File: src/rtl/i2cm_pkg.sv
// ----------------------------------------------------------------------------
// I2C master register access package
// Shared types and constants for the register access sequencer and its top
// level.
// ----------------------------------------------------------------------------
`default_nettype none

package i2cm_pkg;

   localparam int unsigned RECOVERY_CLOCKS = 9;

   localparam logic [15:0] GAP_TICKS_RESET = 16'd10000;

   localparam logic [1:0] ACTION_WRITE = 2'd1;
   localparam logic [1:0] ACTION_READ  = 2'd2;

   localparam logic [1:0] STATUS_OK         = 2'd0;
   localparam logic [1:0] STATUS_NO_ACK     = 2'd1;
   localparam logic [1:0] STATUS_START_FAIL = 2'd2;

   typedef enum logic [4:0] {
      ST_IDLE          = 5'd0,
      ST_START_PREP    = 5'd1,
      ST_START_CHECK   = 5'd2,
      ST_RECOVER       = 5'd3,
      ST_RECOVER_CHECK = 5'd4,
      ST_SDA_LOW       = 5'd5,
      ST_SCL_LOW       = 5'd6,
      ST_START_VERIFY  = 5'd7,
      ST_ADDR_W        = 5'd8,
      ST_REG           = 5'd9,
      ST_LOAD          = 5'd10,
      ST_GAP           = 5'd11,
      ST_DATA          = 5'd12,
      ST_ADDR_R        = 5'd13,
      ST_RECEIVE       = 5'd14,
      ST_STOP          = 5'd15
   } seq_state_type;

   typedef struct packed {
      logic [1:0] action;
      logic [6:0] device_address;
      logic [7:0] register_address;
      logic [7:0] byte_count;
      logic [7:0] write_byte;
      logic       sda_level;
   } tick_item_type;

   typedef struct packed {
      logic       scl_drive;
      logic       sda_drive;
      logic       byte_request;
      logic [7:0] read_byte;
      logic       read_valid;
      logic       busy_res;
      logic       done_res;
      logic [1:0] status;
   } tick_result_type;

endpackage

`default_nettype wire

File: src/rtl/i2cm_seq.sv
// ----------------------------------------------------------------------------
// I2C master register access sequencer
// Holds the bus sequencing state and advances it by one phase for each tick
// item, producing the result of that tick.
// ----------------------------------------------------------------------------
`default_nettype none

module i2cm_seq (
   input  wire logic                      clock,
   input  wire logic                      reset,
   input  wire logic                      advance,
   input  wire i2cm_pkg::tick_item_type   item,
   input  wire logic [15:0]               gap_ticks,
   output      i2cm_pkg::tick_result_type result
);
   import i2cm_pkg::*;

   seq_state_type state_ff, state_in;
   logic [1:0]    phase_ff, phase_in;
   logic [3:0]    bit_ff, bit_in;
   logic [7:0]    shift_ff, shift_in;
   logic [7:0]    left_ff, left_in;
   logic [15:0]   gap_ff, gap_in;
   logic [6:0]    device_ff, device_in;
   logic [7:0]    register_ff, register_in;
   logic          is_read_ff, is_read_in;
   logic          scl_ff, scl_in;
   logic          sda_ff, sda_in;
   logic [1:0]    pending_ff, pending_in;
   logic          restart_ff, restart_in;

   logic          req;
   logic          rvalid;
   logic [7:0]    rbyte;
   logic          done;
   logic [1:0]    status;
   logic          ack_done;
   logic [7:0]    left_dec;
   logic [7:0]    shift_rx;
   logic [3:0]    bit_inc;
   logic [15:0]   gap_dec;

   always_comb begin
      state_in    = state_ff;
      phase_in    = phase_ff;
      bit_in      = bit_ff;
      shift_in    = shift_ff;
      left_in     = left_ff;
      gap_in      = gap_ff;
      device_in   = device_ff;
      register_in = register_ff;
      is_read_in  = is_read_ff;
      scl_in      = scl_ff;
      sda_in      = sda_ff;
      pending_in  = pending_ff;
      restart_in  = restart_ff;
      req         = 1'b0;
      rvalid      = 1'b0;
      rbyte       = 8'd0;
      done        = 1'b0;
      status      = STATUS_OK;
      ack_done    = 1'b0;
      left_dec    = left_ff - 8'd1;
      shift_rx    = {shift_ff[6:0], item.sda_level};
      bit_inc     = bit_ff + 4'd1;
      gap_dec     = (gap_ff != 16'd0) ? gap_ff - 16'd1 : gap_ff;

      unique case (state_ff)
         ST_IDLE: begin
            if (item.action == ACTION_WRITE || item.action == ACTION_READ) begin
               device_in   = item.device_address;
               register_in = item.register_address;
               left_in     = item.byte_count;
               is_read_in  = (item.action == ACTION_READ);
               restart_in  = 1'b0;
               pending_in  = STATUS_OK;
               scl_in      = 1'b1;
               sda_in      = 1'b1;
               state_in    = ST_START_CHECK;
            end
         end
         ST_START_PREP: begin
            scl_in   = 1'b1;
            sda_in   = 1'b1;
            state_in = ST_START_CHECK;
         end
         ST_START_CHECK: begin
            if (!item.sda_level) begin
               bit_in   = 4'd0;
               phase_in = 2'd0;
               state_in = ST_RECOVER;
            end else begin
               state_in = ST_SDA_LOW;
            end
         end
         ST_RECOVER: begin
            if (phase_ff == 2'd0) begin
               scl_in   = 1'b0;
               phase_in = 2'd1;
            end else begin
               scl_in   = 1'b1;
               phase_in = 2'd0;
               if (bit_ff >= 4'(RECOVERY_CLOCKS - 1)) begin
                  bit_in   = 4'd0;
                  state_in = ST_RECOVER_CHECK;
               end else begin
                  bit_in = bit_inc;
               end
            end
         end
         ST_RECOVER_CHECK: begin
            if (!item.sda_level) begin
               done     = 1'b1;
               status   = STATUS_NO_ACK;
               state_in = ST_IDLE;
            end else begin
               state_in = ST_SDA_LOW;
            end
         end
         ST_SDA_LOW: begin
            sda_in   = 1'b0;
            state_in = ST_SCL_LOW;
         end
         ST_SCL_LOW: begin
            scl_in   = 1'b0;
            state_in = ST_START_VERIFY;
         end
         ST_START_VERIFY: begin
            if (item.sda_level) begin
               done     = 1'b1;
               status   = STATUS_START_FAIL;
               state_in = ST_IDLE;
            end else begin
               shift_in = restart_ff ? {device_ff, 1'b1} : {device_ff, 1'b0};
               state_in = restart_ff ? ST_ADDR_R : ST_ADDR_W;
               bit_in   = 4'd0;
               phase_in = 2'd0;
            end
         end
         ST_ADDR_W, ST_REG, ST_DATA, ST_ADDR_R: begin
            if (!bit_ff[3]) begin
               case (phase_ff)
                  2'd1: begin
                     sda_in   = shift_ff[7];
                     shift_in = {shift_ff[6:0], 1'b0};
                     phase_in = 2'd2;
                  end
                  2'd2: begin
                     scl_in   = 1'b1;
                     phase_in = 2'd0;
                     bit_in   = bit_inc;
                  end
                  default: begin
                     scl_in   = 1'b0;
                     phase_in = 2'd1;
                  end
               endcase
            end else begin
               case (phase_ff)
                  2'd0: begin
                     scl_in   = 1'b0;
                     phase_in = 2'd1;
                  end
                  2'd1: begin
                     sda_in   = 1'b1;
                     phase_in = 2'd2;
                  end
                  2'd2: begin
                     scl_in   = 1'b1;
                     phase_in = 2'd3;
                  end
                  default: begin
                     scl_in   = 1'b0;
                     phase_in = 2'd0;
                     bit_in   = 4'd0;
                     ack_done = 1'b1;
                  end
               endcase
            end
            if (ack_done) begin
               if (item.sda_level) begin
                  pending_in = STATUS_NO_ACK;
                  state_in   = ST_STOP;
                  phase_in   = 2'd0;
               end else if (state_ff == ST_ADDR_W) begin
                  shift_in = register_ff;
                  state_in = ST_REG;
               end else if (state_ff == ST_REG) begin
                  if (is_read_ff) begin
                     restart_in = 1'b1;
                     state_in   = ST_START_PREP;
                  end else if (left_ff == 8'd0) begin
                     pending_in = STATUS_OK;
                     state_in   = ST_STOP;
                  end else begin
                     req      = 1'b1;
                     state_in = ST_LOAD;
                  end
               end else if (state_ff == ST_DATA) begin
                  left_in = left_dec;
                  if (left_dec == 8'd0) begin
                     pending_in = STATUS_OK;
                     state_in   = ST_STOP;
                  end else begin
                     req      = 1'b1;
                     state_in = ST_LOAD;
                  end
               end else begin
                  if (left_ff == 8'd0) begin
                     pending_in = STATUS_OK;
                     state_in   = ST_STOP;
                  end else begin
                     shift_in = 8'd0;
                     state_in = ST_RECEIVE;
                  end
               end
            end
         end
         ST_LOAD: begin
            shift_in = item.write_byte;
            bit_in   = 4'd0;
            phase_in = 2'd0;
            if (gap_ticks == 16'd0) begin
               state_in = ST_DATA;
            end else begin
               gap_in   = gap_ticks;
               state_in = ST_GAP;
            end
         end
         ST_GAP: begin
            gap_in = gap_dec;
            if (gap_dec == 16'd0) begin
               state_in = ST_DATA;
            end
         end
         ST_RECEIVE: begin
            if (!bit_ff[3]) begin
               case (phase_ff)
                  2'd1: begin
                     scl_in   = 1'b1;
                     phase_in = 2'd2;
                  end
                  2'd2: begin
                     shift_in = shift_rx;
                     phase_in = 2'd0;
                     bit_in   = bit_inc;
                     if (bit_inc == 4'd8) begin
                        rbyte   = shift_rx;
                        rvalid  = 1'b1;
                        left_in = left_dec;
                     end
                  end
                  default: begin
                     scl_in   = 1'b0;
                     sda_in   = 1'b1;
                     phase_in = 2'd1;
                  end
               endcase
            end else begin
               case (phase_ff)
                  2'd0: begin
                     scl_in   = 1'b0;
                     sda_in   = (left_ff == 8'd0);
                     phase_in = 2'd1;
                  end
                  2'd1: begin
                     scl_in   = 1'b1;
                     phase_in = 2'd2;
                  end
                  default: begin
                     scl_in   = 1'b0;
                     phase_in = 2'd0;
                     bit_in   = 4'd0;
                     shift_in = 8'd0;
                     if (left_ff == 8'd0) begin
                        pending_in = STATUS_OK;
                        state_in   = ST_STOP;
                     end
                  end
               endcase
            end
         end
         ST_STOP: begin
            case (phase_ff)
               2'd0: begin
                  scl_in   = 1'b0;
                  sda_in   = 1'b0;
                  phase_in = 2'd1;
               end
               2'd1: begin
                  scl_in   = 1'b1;
                  phase_in = 2'd2;
               end
               default: begin
                  sda_in   = 1'b1;
                  phase_in = 2'd0;
                  done     = 1'b1;
                  status   = pending_ff;
                  state_in = ST_IDLE;
               end
            endcase
         end
         default: begin
            state_in = ST_IDLE;
            phase_in = 2'd0;
            bit_in   = 4'd0;
         end
      endcase
   end

   always_comb begin
      result.scl_drive    = scl_in;
      result.sda_drive    = sda_in;
      result.byte_request = req;
      result.read_byte    = rbyte;
      result.read_valid   = rvalid;
      result.busy_res     = (state_in != ST_IDLE);
      result.done_res     = done;
      result.status       = status;
   end

   always_ff @(posedge clock) begin
      if (reset) begin
         state_ff    <= ST_IDLE;
         phase_ff    <= 2'd0;
         bit_ff      <= 4'd0;
         shift_ff    <= 8'd0;
         left_ff     <= 8'd0;
         gap_ff      <= 16'd0;
         device_ff   <= 7'd0;
         register_ff <= 8'd0;
         is_read_ff  <= 1'b0;
         scl_ff      <= 1'b1;
         sda_ff      <= 1'b1;
         pending_ff  <= STATUS_OK;
         restart_ff  <= 1'b0;
      end else if (advance) begin
         state_ff    <= state_in;
         phase_ff    <= phase_in;
         bit_ff      <= bit_in;
         shift_ff    <= shift_in;
         left_ff     <= left_in;
         gap_ff      <= gap_in;
         device_ff   <= device_in;
         register_ff <= register_in;
         is_read_ff  <= is_read_in;
         scl_ff      <= scl_in;
         sda_ff      <= sda_in;
         pending_ff  <= pending_in;
         restart_ff  <= restart_in;
      end
   end

endmodule

`default_nettype wire

File: src/rtl/i2c_master_register_access.sv
// ----------------------------------------------------------------------------
// I2C master register access
// Stream front end, gap register and result register around the sequencer.
// ----------------------------------------------------------------------------
// Each request beat is one bus phase tick and yields exactly one response
// beat that carries the pin levels and status after that tick. A beat is
// taken every clock cycle when the response side keeps up; each response
// beat passes through the input register and then the result register.
// The gap register is to be written through csr_wr_en and csr_wr_data only
// while no transaction is running; the block itself does not enforce this.
`default_nettype none

module i2c_master_register_access (
   input  wire logic        clock,
   input  wire logic        reset,
   input  wire logic        req_tvalid,
   output      logic        req_tready,
   // device_address, register_address, byte_count, write_byte, sda_level
   input  wire logic [31:0] req_tdata,
   // action
   input  wire logic [1:0]  req_tuser,
   output      logic        rsp_tvalid,
   input  wire logic        rsp_tready,
   // scl_drive, sda_drive, byte_request, read_byte, read_valid, busy_res,
   // done_res, status
   output      logic [15:0] rsp_tdata,
   input  wire logic        csr_wr_en,
   input  wire logic [15:0] csr_wr_data
);
   import i2cm_pkg::*;

   logic            in_valid_ff;
   tick_item_type   in_item_ff, in_item_in;
   logic            rsp_valid_ff;
   tick_result_type rsp_item_ff, seq_result;
   logic [15:0]     gap_ticks_ff;
   logic            out_free;
   logic            advance;

   assign out_free   = !rsp_valid_ff || rsp_tready;
   assign advance    = in_valid_ff && out_free;
   assign req_tready = !in_valid_ff || advance;

   always_comb begin
      in_item_in.action           = req_tuser;
      in_item_in.device_address   = req_tdata[6:0];
      in_item_in.register_address = req_tdata[14:7];
      in_item_in.byte_count       = req_tdata[22:15];
      in_item_in.write_byte       = req_tdata[30:23];
      in_item_in.sda_level        = req_tdata[31];
   end

   always_ff @(posedge clock) begin
      if (reset) begin
         gap_ticks_ff <= GAP_TICKS_RESET;
      end else if (csr_wr_en) begin
         gap_ticks_ff <= csr_wr_data;
      end
   end

   always_ff @(posedge clock) begin
      if (reset) begin
         in_valid_ff <= 1'b0;
      end else if (req_tready) begin
         in_valid_ff <= req_tvalid;
      end
   end

   always_ff @(posedge clock) begin
      if (req_tready && req_tvalid) begin
         in_item_ff <= in_item_in;
      end
   end

   i2cm_seq u_seq (
      .clock     (clock),
      .reset     (reset),
      .advance   (advance),
      .item      (in_item_ff),
      .gap_ticks (gap_ticks_ff),
      .result    (seq_result)
   );

   always_ff @(posedge clock) begin
      if (reset) begin
         rsp_valid_ff <= 1'b0;
      end else if (out_free) begin
         rsp_valid_ff <= in_valid_ff;
      end
   end

   always_ff @(posedge clock) begin
      if (advance) begin
         rsp_item_ff <= seq_result;
      end
   end

   assign rsp_tvalid = rsp_valid_ff;

   always_comb begin
      rsp_tdata[0]     = rsp_item_ff.scl_drive;
      rsp_tdata[1]     = rsp_item_ff.sda_drive;
      rsp_tdata[2]     = rsp_item_ff.byte_request;
      rsp_tdata[10:3]  = rsp_item_ff.read_byte;
      rsp_tdata[11]    = rsp_item_ff.read_valid;
      rsp_tdata[12]    = rsp_item_ff.busy_res;
      rsp_tdata[13]    = rsp_item_ff.done_res;
      rsp_tdata[15:14] = rsp_item_ff.status;
   end

endmodule

`default_nettype wire
File: config.mk
export PLATFORM = sky130hd
export DESIGN_NAME = i2c_master_register_access
export DESIGN_NICKNAME = d
export VERILOG_FILES = /design/src/rtl/i2cm_pkg.sv /design/src/rtl/i2cm_seq.sv /design/src/rtl/i2c_master_register_access.sv
export SDC_FILE = /design/constraint.sdc
export NUM_CORES = 1
export LEC_CHECK = 0
export BUFFER_PORTS_ARGS = -buffer_cell sky130_fd_sc_hd__buf_2
export CAP_MARGIN = 20
export CORE_ASPECT_RATIO = 2
export CORE_MARGIN = 2
export CORE_UTILIZATION = 64
export DETAILED_ROUTE_END_ITERATION = 16
export HOLD_SLACK_MARGIN = 0.05
export PLACE_DENSITY = 0.86
export SYNTH_ARGS = -nofsm -noshare
export SYNTH_HDL_FRONTEND = slang
export SYNTH_SLANG_ARGS = --single-unit
File: constraint.sdc
create_clock -name clock -period 8.4 [get_ports clock]
set_clock_uncertainty 0.1 [all_clocks]
set_input_delay 1.68 -clock clock [delete_from_list [all_inputs] [get_ports clock]]
set_output_delay 1.68 -clock clock [all_outputs]
set_load 0.01 [all_outputs]
-- Word level (Yosys, flattened, before mapping)
Index checks and enable logic that the tools add are counted.
- register bits after elaboration: 132
- output and inout port bits: 18
- add/sub/neg operators: 3
- order comparisons: 1
- equal/unequal tests: 43
- muxes and demuxes: 122
- bitwise logic cells: 7
- reductions and logical operators: 38
- operator list (cell ; count):
    2-to-1 mux 8 bit ; 21
    2-to-1 mux 5 bit ; 15
    one-hot mux 5 bit (13 select lines) ; 1
    equality test 5 x 4 -> 1 bit, second input constant ; 8
    2-to-1 mux 2 bit ; 18
    2-to-1 mux 1 bit ; 33
    zero test 16 bit ; 2
    2-to-1 mux 16 bit ; 2
    2-to-1 mux 4 bit ; 8
    one-hot mux 16 bit (2 select lines) ; 1
    one-hot mux 8 bit (4 select lines) ; 1
    one-hot mux 8 bit (3 select lines) ; 1
    equality test 5 x 3 -> 1 bit, second input constant ; 4
    != test 2 bit, second input constant ; 10
    one-hot mux 4 bit (5 select lines) ; 1
    2-to-1 mux 3 bit ; 6
    one-hot mux 2 bit (3 select lines) ; 3
    zero test 8 bit ; 2
    nonzero test 16 bit ; 1
    subtractor 16 x 1 -> 16 bit, second input constant ; 1
    != test 2 x 1 -> 1 bit, second input constant ; 7
    one-hot mux 2 bit (6 select lines) ; 1
    OR reduction 4 bit ; 3
    AND reduction 11 bit ; 1
    other kinds (37) ; 63

-- Longest topological paths before layout
Gate-level depths: netlist (run 1).
- depth after elaboration: 10
- gate-level depth with buffers: 11

-- Modules after synthesis
A second synthesis (run 1) with hierarchy kept.
- cell total of the unflattened synthesis: 797
- area total of the unflattened synthesis: 6945.4 um^2
- by module, submodules not included (module ; times used ; cells an instance ; area each (um^2)):
    i2cm_seq ; 1 ; 685 ; 4764.6
    i2c_master_register_access ; 1 ; 112 ; 2180.8

-- Worst setup path before layout (run 1)
Ideal clock, no wire load.
- kind: input -> output
- from: input port rsp_tready
- to: output port req_tready
- arrival: 1.977 ns
- required time: 6.620 ns
- path slack: 4.643 ns
- cell stages on the path: 2
- path buffers: 0
- path through: nor2b_1 > nand2_1
- longest elaborated chain between the ends: 3
- RTL lines (what ; line ; RTL):
    from (decl) ; i2c_master_register_access.sv:23 ; input wire logic rsp_tready,
    logical OR 1 bit ; i2c_master_register_access.sv:40 ; assign out_free = !rsp_valid_ff || rsp_tready;
    logical AND 1 bit ; i2c_master_register_access.sv:41 ; assign advance = in_valid_ff && out_free;
    logical OR 1 bit ; i2c_master_register_access.sv:42 ; assign req_tready = !in_valid_ff || advance;
    to (decl) ; i2c_master_register_access.sv:17 ; output logic req_tready,
Every way passes these cells.

-- Worst setup path in the final report (run 1)
- from: input port rsp_tready
- to: register u_seq.shift_ff[5]
- longest elaborated chain between the ends: 3
- RTL lines (what ; line ; RTL):
    logical OR 1 bit ; i2c_master_register_access.sv:40 ;
    logical AND 1 bit ; i2c_master_register_access.sv:41 ;
    AND reduction 5 bit (no line) ; n/a ;
    to (signal assigned) ; i2cm_seq.sv:341 ; shift_ff <= shift_in;
    to (decl) ; i2cm_seq.sv:21 ; logic [7:0] shift_ff, shift_in;
Every way passes these cells.
A chain may end at the register's enable or synchronous reset.

==> impl_metrics.tcl, run 1 <==
set metrics [dict create \
    status "completed" \
    grt_overflow 0 \
    seq_area_sq_um 3140 \
    final.min_clock_period_ns 4.18 \
    startpoint "rsp_tready" \
    post-route-period-util_pct 49.8 \
    cts_tree "built" \
    slew_viol_final 0 \
    fp.dieW_microns 77.7 \
    fp-row-count 53 \
    viasPerCell 6.63 \
    drive_gt1_share_pct 15.4 \
    critPathRequiredTime_ns 8.56 \
    max_stage_delay_ns 0.74 \
    dieArea_sq_um 11800 \
    cts_setup_buffers 0 \
    hold_buffers 0 \
    async_reset_ff_share_pct 0 \
    grt_pass1_wl_microns 33600 \
    cts_buffers 17 \
    clock_latency_ns 0.42 \
    synth_most_common_cell "nand2_1" \
    start_util_pct 65.9 \
    wl_per_cell_microns 21.1 \
    endpoint_kind "flip-flop" \
    numClockSinks 132 \
    syn-instance-count 801 \
    worstPathCellList "buf_2 > nor2b_1 > nand2b_1 > inv_1 > buf_4 > o21ai_0 > nor2_1 > nand2_1 > a221oi_1 > a211oi_1" \
    maxSlewHeadroom_pct 33.0 \
    die_h_microns 151 \
    hold_class "reg2reg" \
    cts_resized 0 \
    rsz0062_at_grt "false" \
    fin_nets 917 \
    cp-start-kind "input pin" \
    synth_cell_type_count 71 \
    clkTransAtPathRegs_ns 0.06 \
    r2r-start "u_seq.state_ff[3]" \
    first_iter_violations 620 \
    fill_cells 747 \
    hpwl_microns 14600 \
    synth_top_area_share_pct 23.6 \
    ys_warn_count 0 \
    grt_pass1_vias 6692 \
    critPathSlowestCell "nor2_1" \
    cp_top_family "simple AND/OR/NAND/NOR gates" \
    hold_viol 0 \
    netlist_top_cells_count "nand2_1 (135), dfxtp_1 (82), nor2_1 (74)" \
    critPathArrivalTime_ns 4.34 \
    maxCapViolations 0 \
    clk_path_buf_depth 2 \
    port_buffers 72 \
    p_leak_nw 2.99 \
    vias 6630 \
    synth_area_sq_um 6950 \
    fmax_ghz 0.239 \
    coreArea_sq_um 10500 \
    grt_max_degree 84 \
    place.gp.congestion 0.982 \
    multi_input_area_sq_um 3540 \
    drtAntennaViolNets 0 \
    fin_tns_setup_ns 0 \
    grt_usage_pct 37.2 \
    root_buffer "clkbuf_16" \
    yosysSeqAreaShare_pct 45.2 \
    firstDrtPassIters 5 \
    p_total_mw 1.66 \
    cts.htree.levels 4 \
    synth_nets 868 \
    setup_viol 0 \
    synth_edf_count 50 \
    syn2layout_area_growth_pct 14.5 \
    route.detailed.drc 0 \
    peakVddDrop_mv 0.184 \
    hp-start "u_seq.register_ff[2]" \
    drt_wl_total_microns 21100 \
    diodes 0 \
    yosys.area.top_type "dfxtp_1" \
    powerDensity_nw_per_um2 208 \
    ys_ff_latch 132 \
    synth_area_leaders "dfxtp_1 (24%), edfxtp_1 (22%), nand2_1 (7.3%)" \
    avgSynthCellArea_sq_um 8.68 \
    antenna_found_initial 0 \
    worstMarginPinSlew_ns 1.00 \
    num_io_pins 73 \
    synth_ff_type "dfxtp_1" \
    crit_buf_inv 3 \
    path_class "in2reg" \
    crit_fanout 29 \
]
-- path summary, 6_finish.rpt --
check,slack [ns],end,cells after the start
worst max-delay path,4.22,u_seq.shift_ff[5],10
worst min register to register,0.37,u_seq.register_ff[2],2
worst max register to register,4.58,u_seq.shift_ff[5],7
worst min-delay path,0.37,u_seq.register_ff[2],2
-- cell usage in the layout, fill, tap and decap left out, types with 5 or more instances in the layout --
master       n
a221oi_1    10
a22oi_1      6
nand2_1    135
nand3_1     12
clkbuf_16   17
buf_2       72
a211o_1      5
o41ai_1      5
nor3b_1      5
nor4_1      15
nor2b_1     18
o211ai_1     9
nor3_1      23
buf_4       11
mux2i_1     23
a21oi_1     66
o22ai_1      5
o21ai_0     45
ha_1        12
a31oi_1      7
o31ai_1      5
or3_1        9
nor2_1      74
edfxtp_1    50
dfxtp_1     82
and2_1      11
nand2b_1    12
a211oi_1    16
inv_1       15
-- cell families after synthesis --
family / share of synthesized area [%]
AO/OA/AOI/OAI: 20.3
AND/OR/NAND/NOR: 24.5
multiplexers: 3.47
adder cells (fa/ha/maj): 2.16
flip-flops: 45.2
buffers and inverters: 3.96
XOR/XNOR: 0.378
-- routing by layer --
layer | global-route usage [%] | share of wire [%] | routed length [microns] | vias to the layer above
met5 | 0 | 0 | 0 | -
met4 | 25.5 | 6.7 | 1420 | 0
met3 | 8.34 | 5.9 | 1250 | 105
met2 | 67.9 | 53 | 11300 | 368
met1 | 36.7 | 34 | 7140 | 3128
li1 | - | - | - | 3029
-- power by group --
| group | switching (mW) | internal, mW |
|---|---|---|
| registers | 0.0187 | 0.693 |
| logic | 0.115 | 0.0624 |
| clock network | 0.310 | 0.456 |
| total | 0.444 | 1.21 |
-- cell type report --
| type | instances | area share (%) |
|---|---|---|
| Tap cell | 137 | 2.15 |
| Clock inverter | 13 | 2.04 |
| Clock buffer | 19 | 5.56 |
| Timing Repair Buffer | 83 | 5.56 |
| Sequential cell | 132 | 39.5 |
| Multi-Input combinational cell | 601 | 44.5 |
| Inverter | 15 | 0.707 |
-- registers in the layout, indices dropped and copies added, names as in the netlist --
signal,cells
in_item_ff,34
gap_ticks_ff,16
rsp_tdata,16
u_seq.gap_ff,16
u_seq.left_ff,8
u_seq.register_ff,8
u_seq.shift_ff,8
u_seq.device_ff,7
u_seq.state_ff,5
u_seq.bit_ff,4
u_seq.pending_ff,2
u_seq.phase_ff,2
in_valid_ff,1
rsp_tvalid,1
u_seq.is_read_ff,1
u_seq.restart_ff,1
u_seq.scl_ff,1
u_seq.sda_ff,1
-- through the flow --
step | hold slack (ns) | utilization [%] | instances | setup WS [ns] | cell area (sq um)
2_1_floorplan | 0.337 | - | 801 | 4.64 | 6950
3_3_place_gp | 0.345 | 69.8 | 968 | 4.06 | 7360
3_5_place_dp | 0.351 | 69.8 | 968 | 3.91 | 7360
4_1_cts | 0.364 | 75.5 | 1000 | 4.28 | 7960
5_1_grt | 0.389 | 75.5 | 1000 | 3.97 | 7960
6_report | 0.365 | 75.5 | 1000 | 4.22 | 7960
-- worst reg2reg max path, stage by stage, from the launching register on --
cell	delay [ns]
dfxtp_1	0.67
nand2b_1	0.40
nor2_1	0.74
o21ai_0	0.18
nor2_1	0.74
nand2_1	0.37
a221oi_1	0.35
a211oi_1	0.12
(Power assumes the default switching activity.)
==> run 2, diff against run 1 <==
Settings changed: CORE_UTILIZATION 64 to 54, PLACE_DENSITY 0.86 to 0.77.
Clock period 8.4 ns to 3.5 ns, I/O delays scaled along.
==> impl_metrics.tcl, run 2 (same netlist as run 1, synthesis figures left out) <==
set metrics [dict create \
    cts.htree.levels 4 \
    numClockSinks 132 \
    wl_per_cell_microns 19.2 \
    holdPathStages 1 \
    wl_met2_microns 10400 \
    powerDensity_nw_per_um2 495 \
    place.gp.congestion 0.956 \
    fp-row-count 58 \
    hp-start "req_tdata[5]" \
    layout_setup_ws_ns 0.448 \
    cts_buffers 17 \
    preCtsSetupSlack_ns 0.522 \
    worstMarginPinSlew_ns 1.02 \
    fp.dieW_microns 84.2 \
    grt_max_degree 44 \
    clk_path_buf_depth 2 \
    route.top_layer_used "met4" \
    grt_pass1_vias 6297 \
    cts_tree "built" \
    fin_nets 927 \
    rsz0062_at_grt "false" \
    clkTransAtPathRegs_ns 0.07 \
    vias 6463 \
    coreArea_sq_um 12600 \
    final_common_cell "nand2_1" \
    rr_worst_depth 9 \
    drt_wl_total_microns 19600 \
    hold_end "in_item_ff[30]" \
    setup_viol 0 \
    port_buffers 72 \
    grt_overflow 0 \
    hold_class "in2reg" \
    grt_pass1_wl_microns 31100 \
    fill_cells 1083 \
    layout_common_cells "nand2_1 (135), dfxtp_1 (82), nor2_1 (74), buf_2 (72), a21oi_1 (66)" \
    maxCapViolations 0 \
    post-route-period-util_pct 87.2 \
    path_class "reg2reg" \
    p_leak_nw 3.06 \
    hold_buffers 0 \
    maxSlewHeadroom_pct 30.3 \
    hpwl_microns 14200 \
    first_iter_violations 543 \
    root_buffer "clkbuf_16" \
    start_util_pct 55.4 \
    r2r-start "u_seq.gap_ff[0]" \
    cts_resized 0 \
    crit_fanout 7 \
    final.min_clock_period_ns 3.05 \
    firstDrtPassIters 5 \
    largest_register_ff_count 34 \
    critPathRequiredTime_ns 3.54 \
    critPathArrivalTime_ns 3.09 \
    fmax_ghz 0.328 \
    die_h_microns 164 \
    slew_viol_final 0 \
    worstReg2RegEnd "rsp_tdata[12]" \
    peakVddDrop_mv 0.495 \
    syn2layout_area_growth_pct 16.2 \
    dieArea_sq_um 13900 \
    fin_util_pct 64.3 \
    antenna_found_initial 0 \
    m1WireLength_microns 7220 \
    num_io_pins 73 \
    diodes 0 \
    cts_setup_buffers 0 \
    hold_viol 0 \
    drtAntennaViolNets 0 \
    route.detailed.drc 0 \
    dr_wl_met3_microns 909 \
    cp-start-kind "flip-flop" \
    drive_gt1_share_pct 16.5 \
    endpoint_kind "flip-flop" \
    viasPerCell 6.32 \
    status "completed" \
    r2r_setup_slack_ns 0.45 \
    fin_tns_setup_ns 0 \
    grt_usage_pct 28.4 \
    regMostFlops "in_item_ff" \
    clock_latency_ns 0.42 \
]
[run 2: cell count changes in the layout (fill, tap and decap cells not counted), sizes merged]
cell	delta
clkbuf	-2
inv	+3
clkinvlp	-1
buf	+10
[run 2: per-stage QoR]
stage	hold WS [ns]	instances	power, mW	instance area, sq um
final	0.351	1023	4.00	8080
after global routing	0.339	1023	4.13	8080
after detailed placement	0.350	991	2.15	7450
after CTS	0.339	1023	4.02	8080
after global placement	0.346	991	2.14	7450
after floorplan	0.337	801	2.00	6950
[run 2: power breakdown]
group	switching (mW)	internal, mW
registers	0.0557	1.66
clock network	0.779	1.10
logic	0.249	0.153
[run 2: worst max-delay path, stage by stage (launching register included)]
cell and delay (ns):
dfxtp_1 0.36, inv_1 0.10, ha_1 0.22, or4b_1 0.63, nor4_1 0.31, mux2i_1 0.28, nor3b_4 0.24, nand4_1 0.14
a21oi_1 0.26, nand4_1 0.12
[run 2: how the worst max path moves through the flow]
stage,from,cells past startpoint,end,slack (ns)
global route,u_seq.gap_ff[0],9,rsp_tdata[12],0.25
finish,u_seq.gap_ff[0],9,rsp_tdata[12],0.45
CTS,u_seq.gap_ff[0],9,rsp_tdata[12],0.49
floorplan,u_seq.gap_ff[0],10,rsp_tdata[12],0.86
global placement,u_seq.gap_ff[0],9,rsp_tdata[12],0.68
detailed placement,u_seq.gap_ff[0],9,rsp_tdata[12],0.52
[run 2: cell type report]
cell class              count  area (sq um)  share of cell area (%)
multi-input cells         601          3540                    43.9
flip-flops and latches    132          3140                    38.9
repair buffers             93           518                    6.41
clock buffers              17           425                    5.27
clock inverters            15           201                    2.49
well taps                 150           188                    2.32
inverters                  15          56.3                   0.697
[run 2: routing by layer]
metal  up-vias  GRT usage [%]
met5         -              0
met4         0           18.2
met3        70           4.65
met2       265           51.3
met1      3073           30.1
li1       3055              -
==> run 3, diff against run 2 <==
Settings changed: ABC_AREA set to 0, REMOVE_ABC_BUFFERS set to 1.
==> impl_metrics.tcl, run 3 (same netlist as run 1, synthesis figures left out) <==
set metrics [dict create \
    critPathArrivalTime_ns 3.09 \
    p_leak_nw 3.05 \
    fmax_ghz 0.330 \
    peakVddDrop_mv 0.529 \
    syn2layout_area_growth_pct 15.8 \
    final_cells 1026 \
    startpoint "u_seq.gap_ff[0]" \
    first_iter_violations 722 \
    hold_class "in2reg" \
    critPathSlowestCell "or4b_1" \
    worstMarginPinSlew_ns 0.923 \
    crit_fanout 7 \
    crit_buf_inv 1 \
    endpoint "rsp_tdata[12]" \
    status "completed" \
    regMostFlops "in_item_ff" \
    r2r-start "u_seq.gap_ff[0]" \
    die_h_microns 164 \
    grt_usage_pct 30.4 \
    drive_gt1_share_pct 16.7 \
    maxCapViolations 0 \
    cts_setup_buffers 0 \
    largest_register_ff_count 34 \
    firstDrtPassIters 5 \
    wl_per_cell_microns 20.1 \
    place.gp.congestion 0.986 \
    powerDensity_nw_per_um2 483 \
    setup_viol 0 \
    fin_nets 930 \
    slew_viol_final 0 \
    start_util_pct 55.4 \
    endpoint_kind "flip-flop" \
    layout_common_cells "nand2_1 (135), dfxtp_1 (82), nor2_1 (74), buf_2 (72), a21oi_1 (66)" \
    grt_overflow 0 \
    diodes 0 \
    maxSlewHeadroom_pct 38.4 \
    rsz0062_at_grt "false" \
    clk_path_buf_depth 2 \
    port_buffers 72 \
    viasPerCell 6.33 \
    coreArea_sq_um 12600 \
    path_class "reg2reg" \
    fp-row-count 58 \
    max_stage_delay_ns 0.62 \
    cts_buffers 17 \
    cts_tree "built" \
    crit_cells 9 \
    numClockSinks 132 \
    antenna_found_initial 0 \
    cp_common_cell "nand4_1" \
    route.detailed.drc 0 \
    drtAntennaViolNets 0 \
    hold_buffers 0 \
    post-route-period-util_pct 86.6 \
    cp_top_family "simple AND/OR/NAND/NOR gates" \
    r2r_setup_slack_ns 0.47 \
    grt_pass1_wl_microns 33100 \
    drt_wl_total_microns 20700 \
    dp.cells 994 \
    p_total_mw 3.89 \
    worstReg2RegEnd "rsp_tdata[12]" \
    clkTransAtPathRegs_ns 0.06 \
    num_io_pins 73 \
    clock_latency_ns 0.43 \
    grt_max_degree 38 \
    vias 6495 \
    cp-start-kind "flip-flop" \
    cts_resized 0 \
    grt_pass1_vias 6553 \
    final_common_cell "nand2_1" \
    fp.dieW_microns 84.2 \
    rr_worst_depth 9 \
    final.min_clock_period_ns 3.03 \
    fill_cells 1051 \
    worstPathCellList "inv_1 > ha_1 > or4b_1 > nor4_1 > mux2i_1 > nor3b_4 > nand4_1 > a21oi_1 > nand4_1" \
    hold_viol 0 \
    dieArea_sq_um 13900 \
    hpwl_microns 15000 \
    critPathRequiredTime_ns 3.55 \
    cts.htree.levels 4 \
    root_buffer "clkbuf_16" \
    fin_tns_setup_ns 0 \
]
-- run 3: worst register-to-register path: cells and delay by family (launching register included) --
family                   cells  cell delay (ns)
AO/OA/AOI/OAI                1             0.26
adder cells (fa/ha/maj)      1             0.20
buffers and inverters        1             0.10
flip-flops                   1             0.35
multiplexers                 1             0.27
AND/OR/NAND/NOR              5             1.47
-- run 3: worst min path at each step --
stage | end | cells after the start | slack, ns | start
CTS | in_item_ff[17] | 1 | 0.34 | req_tdata[7]
finish | in_item_ff[3] | 1 | 0.35 | req_tdata[25]
detailed placement | u_seq.device_ff[5] | 2 | 0.35 | u_seq.device_ff[5]
global route | in_item_ff[5] | 1 | 0.34 | req_tdata[27]
global placement | u_seq.register_ff[6] | 2 | 0.35 | u_seq.register_ff[6]
floorplan | u_seq.register_ff[0] | 2 | 0.33 | u_seq.register_ff[0]
-- run 3: power by group --
group / total (mW) / leakage (nW) / internal (mW) / switching, mW
Combinational: 0.413 / 1.62 / 0.155 / 0.258
Sequential: 1.72 / 1.14 / 1.66 / 0.0514
Clock: 1.76 / 0.282 / 1.02 / 0.742
Total: 3.89 / 3.05 / 2.83 / 1.05
-- run 3: per-stage QoR --
step                hold WS [ns]  area (sq um)  setup slack [ns]  util (%)
floorplan                  0.331          6730             0.183         -
global route               0.341          8050             0.296      64.1
finish                     0.350          8050             0.468      64.1
global placement           0.346          7470             0.644      59.5
CTS                        0.344          8050             0.487      64.1
detailed placement         0.349          7470             0.511      59.5
-- run 3: cell type report --
type | count | area, sq um | area share, %
Clock inverter | 14 | 140 | 1.74
Sequential cell | 132 | 3140 | 39.0
Tap cell | 150 | 188 | 2.33
Clock buffer | 18 | 439 | 5.45
Multi-Input combinational cell | 601 | 3540 | 44.0
Inverter | 15 | 56.3 | 0.699
Timing Repair Buffer | 96 | 541 | 6.71
-- run 3: metal layers --
layer	share of wire, %	up-vias	global-route usage, %	wire length (microns)
li1	-	3045	-	-
met1	35	3056	30.9	7190
met2	54	312	56.5	11200
met3	4.8	82	5.25	985
met4	6.1	0	19.1	1260
met5	0	-	0	0
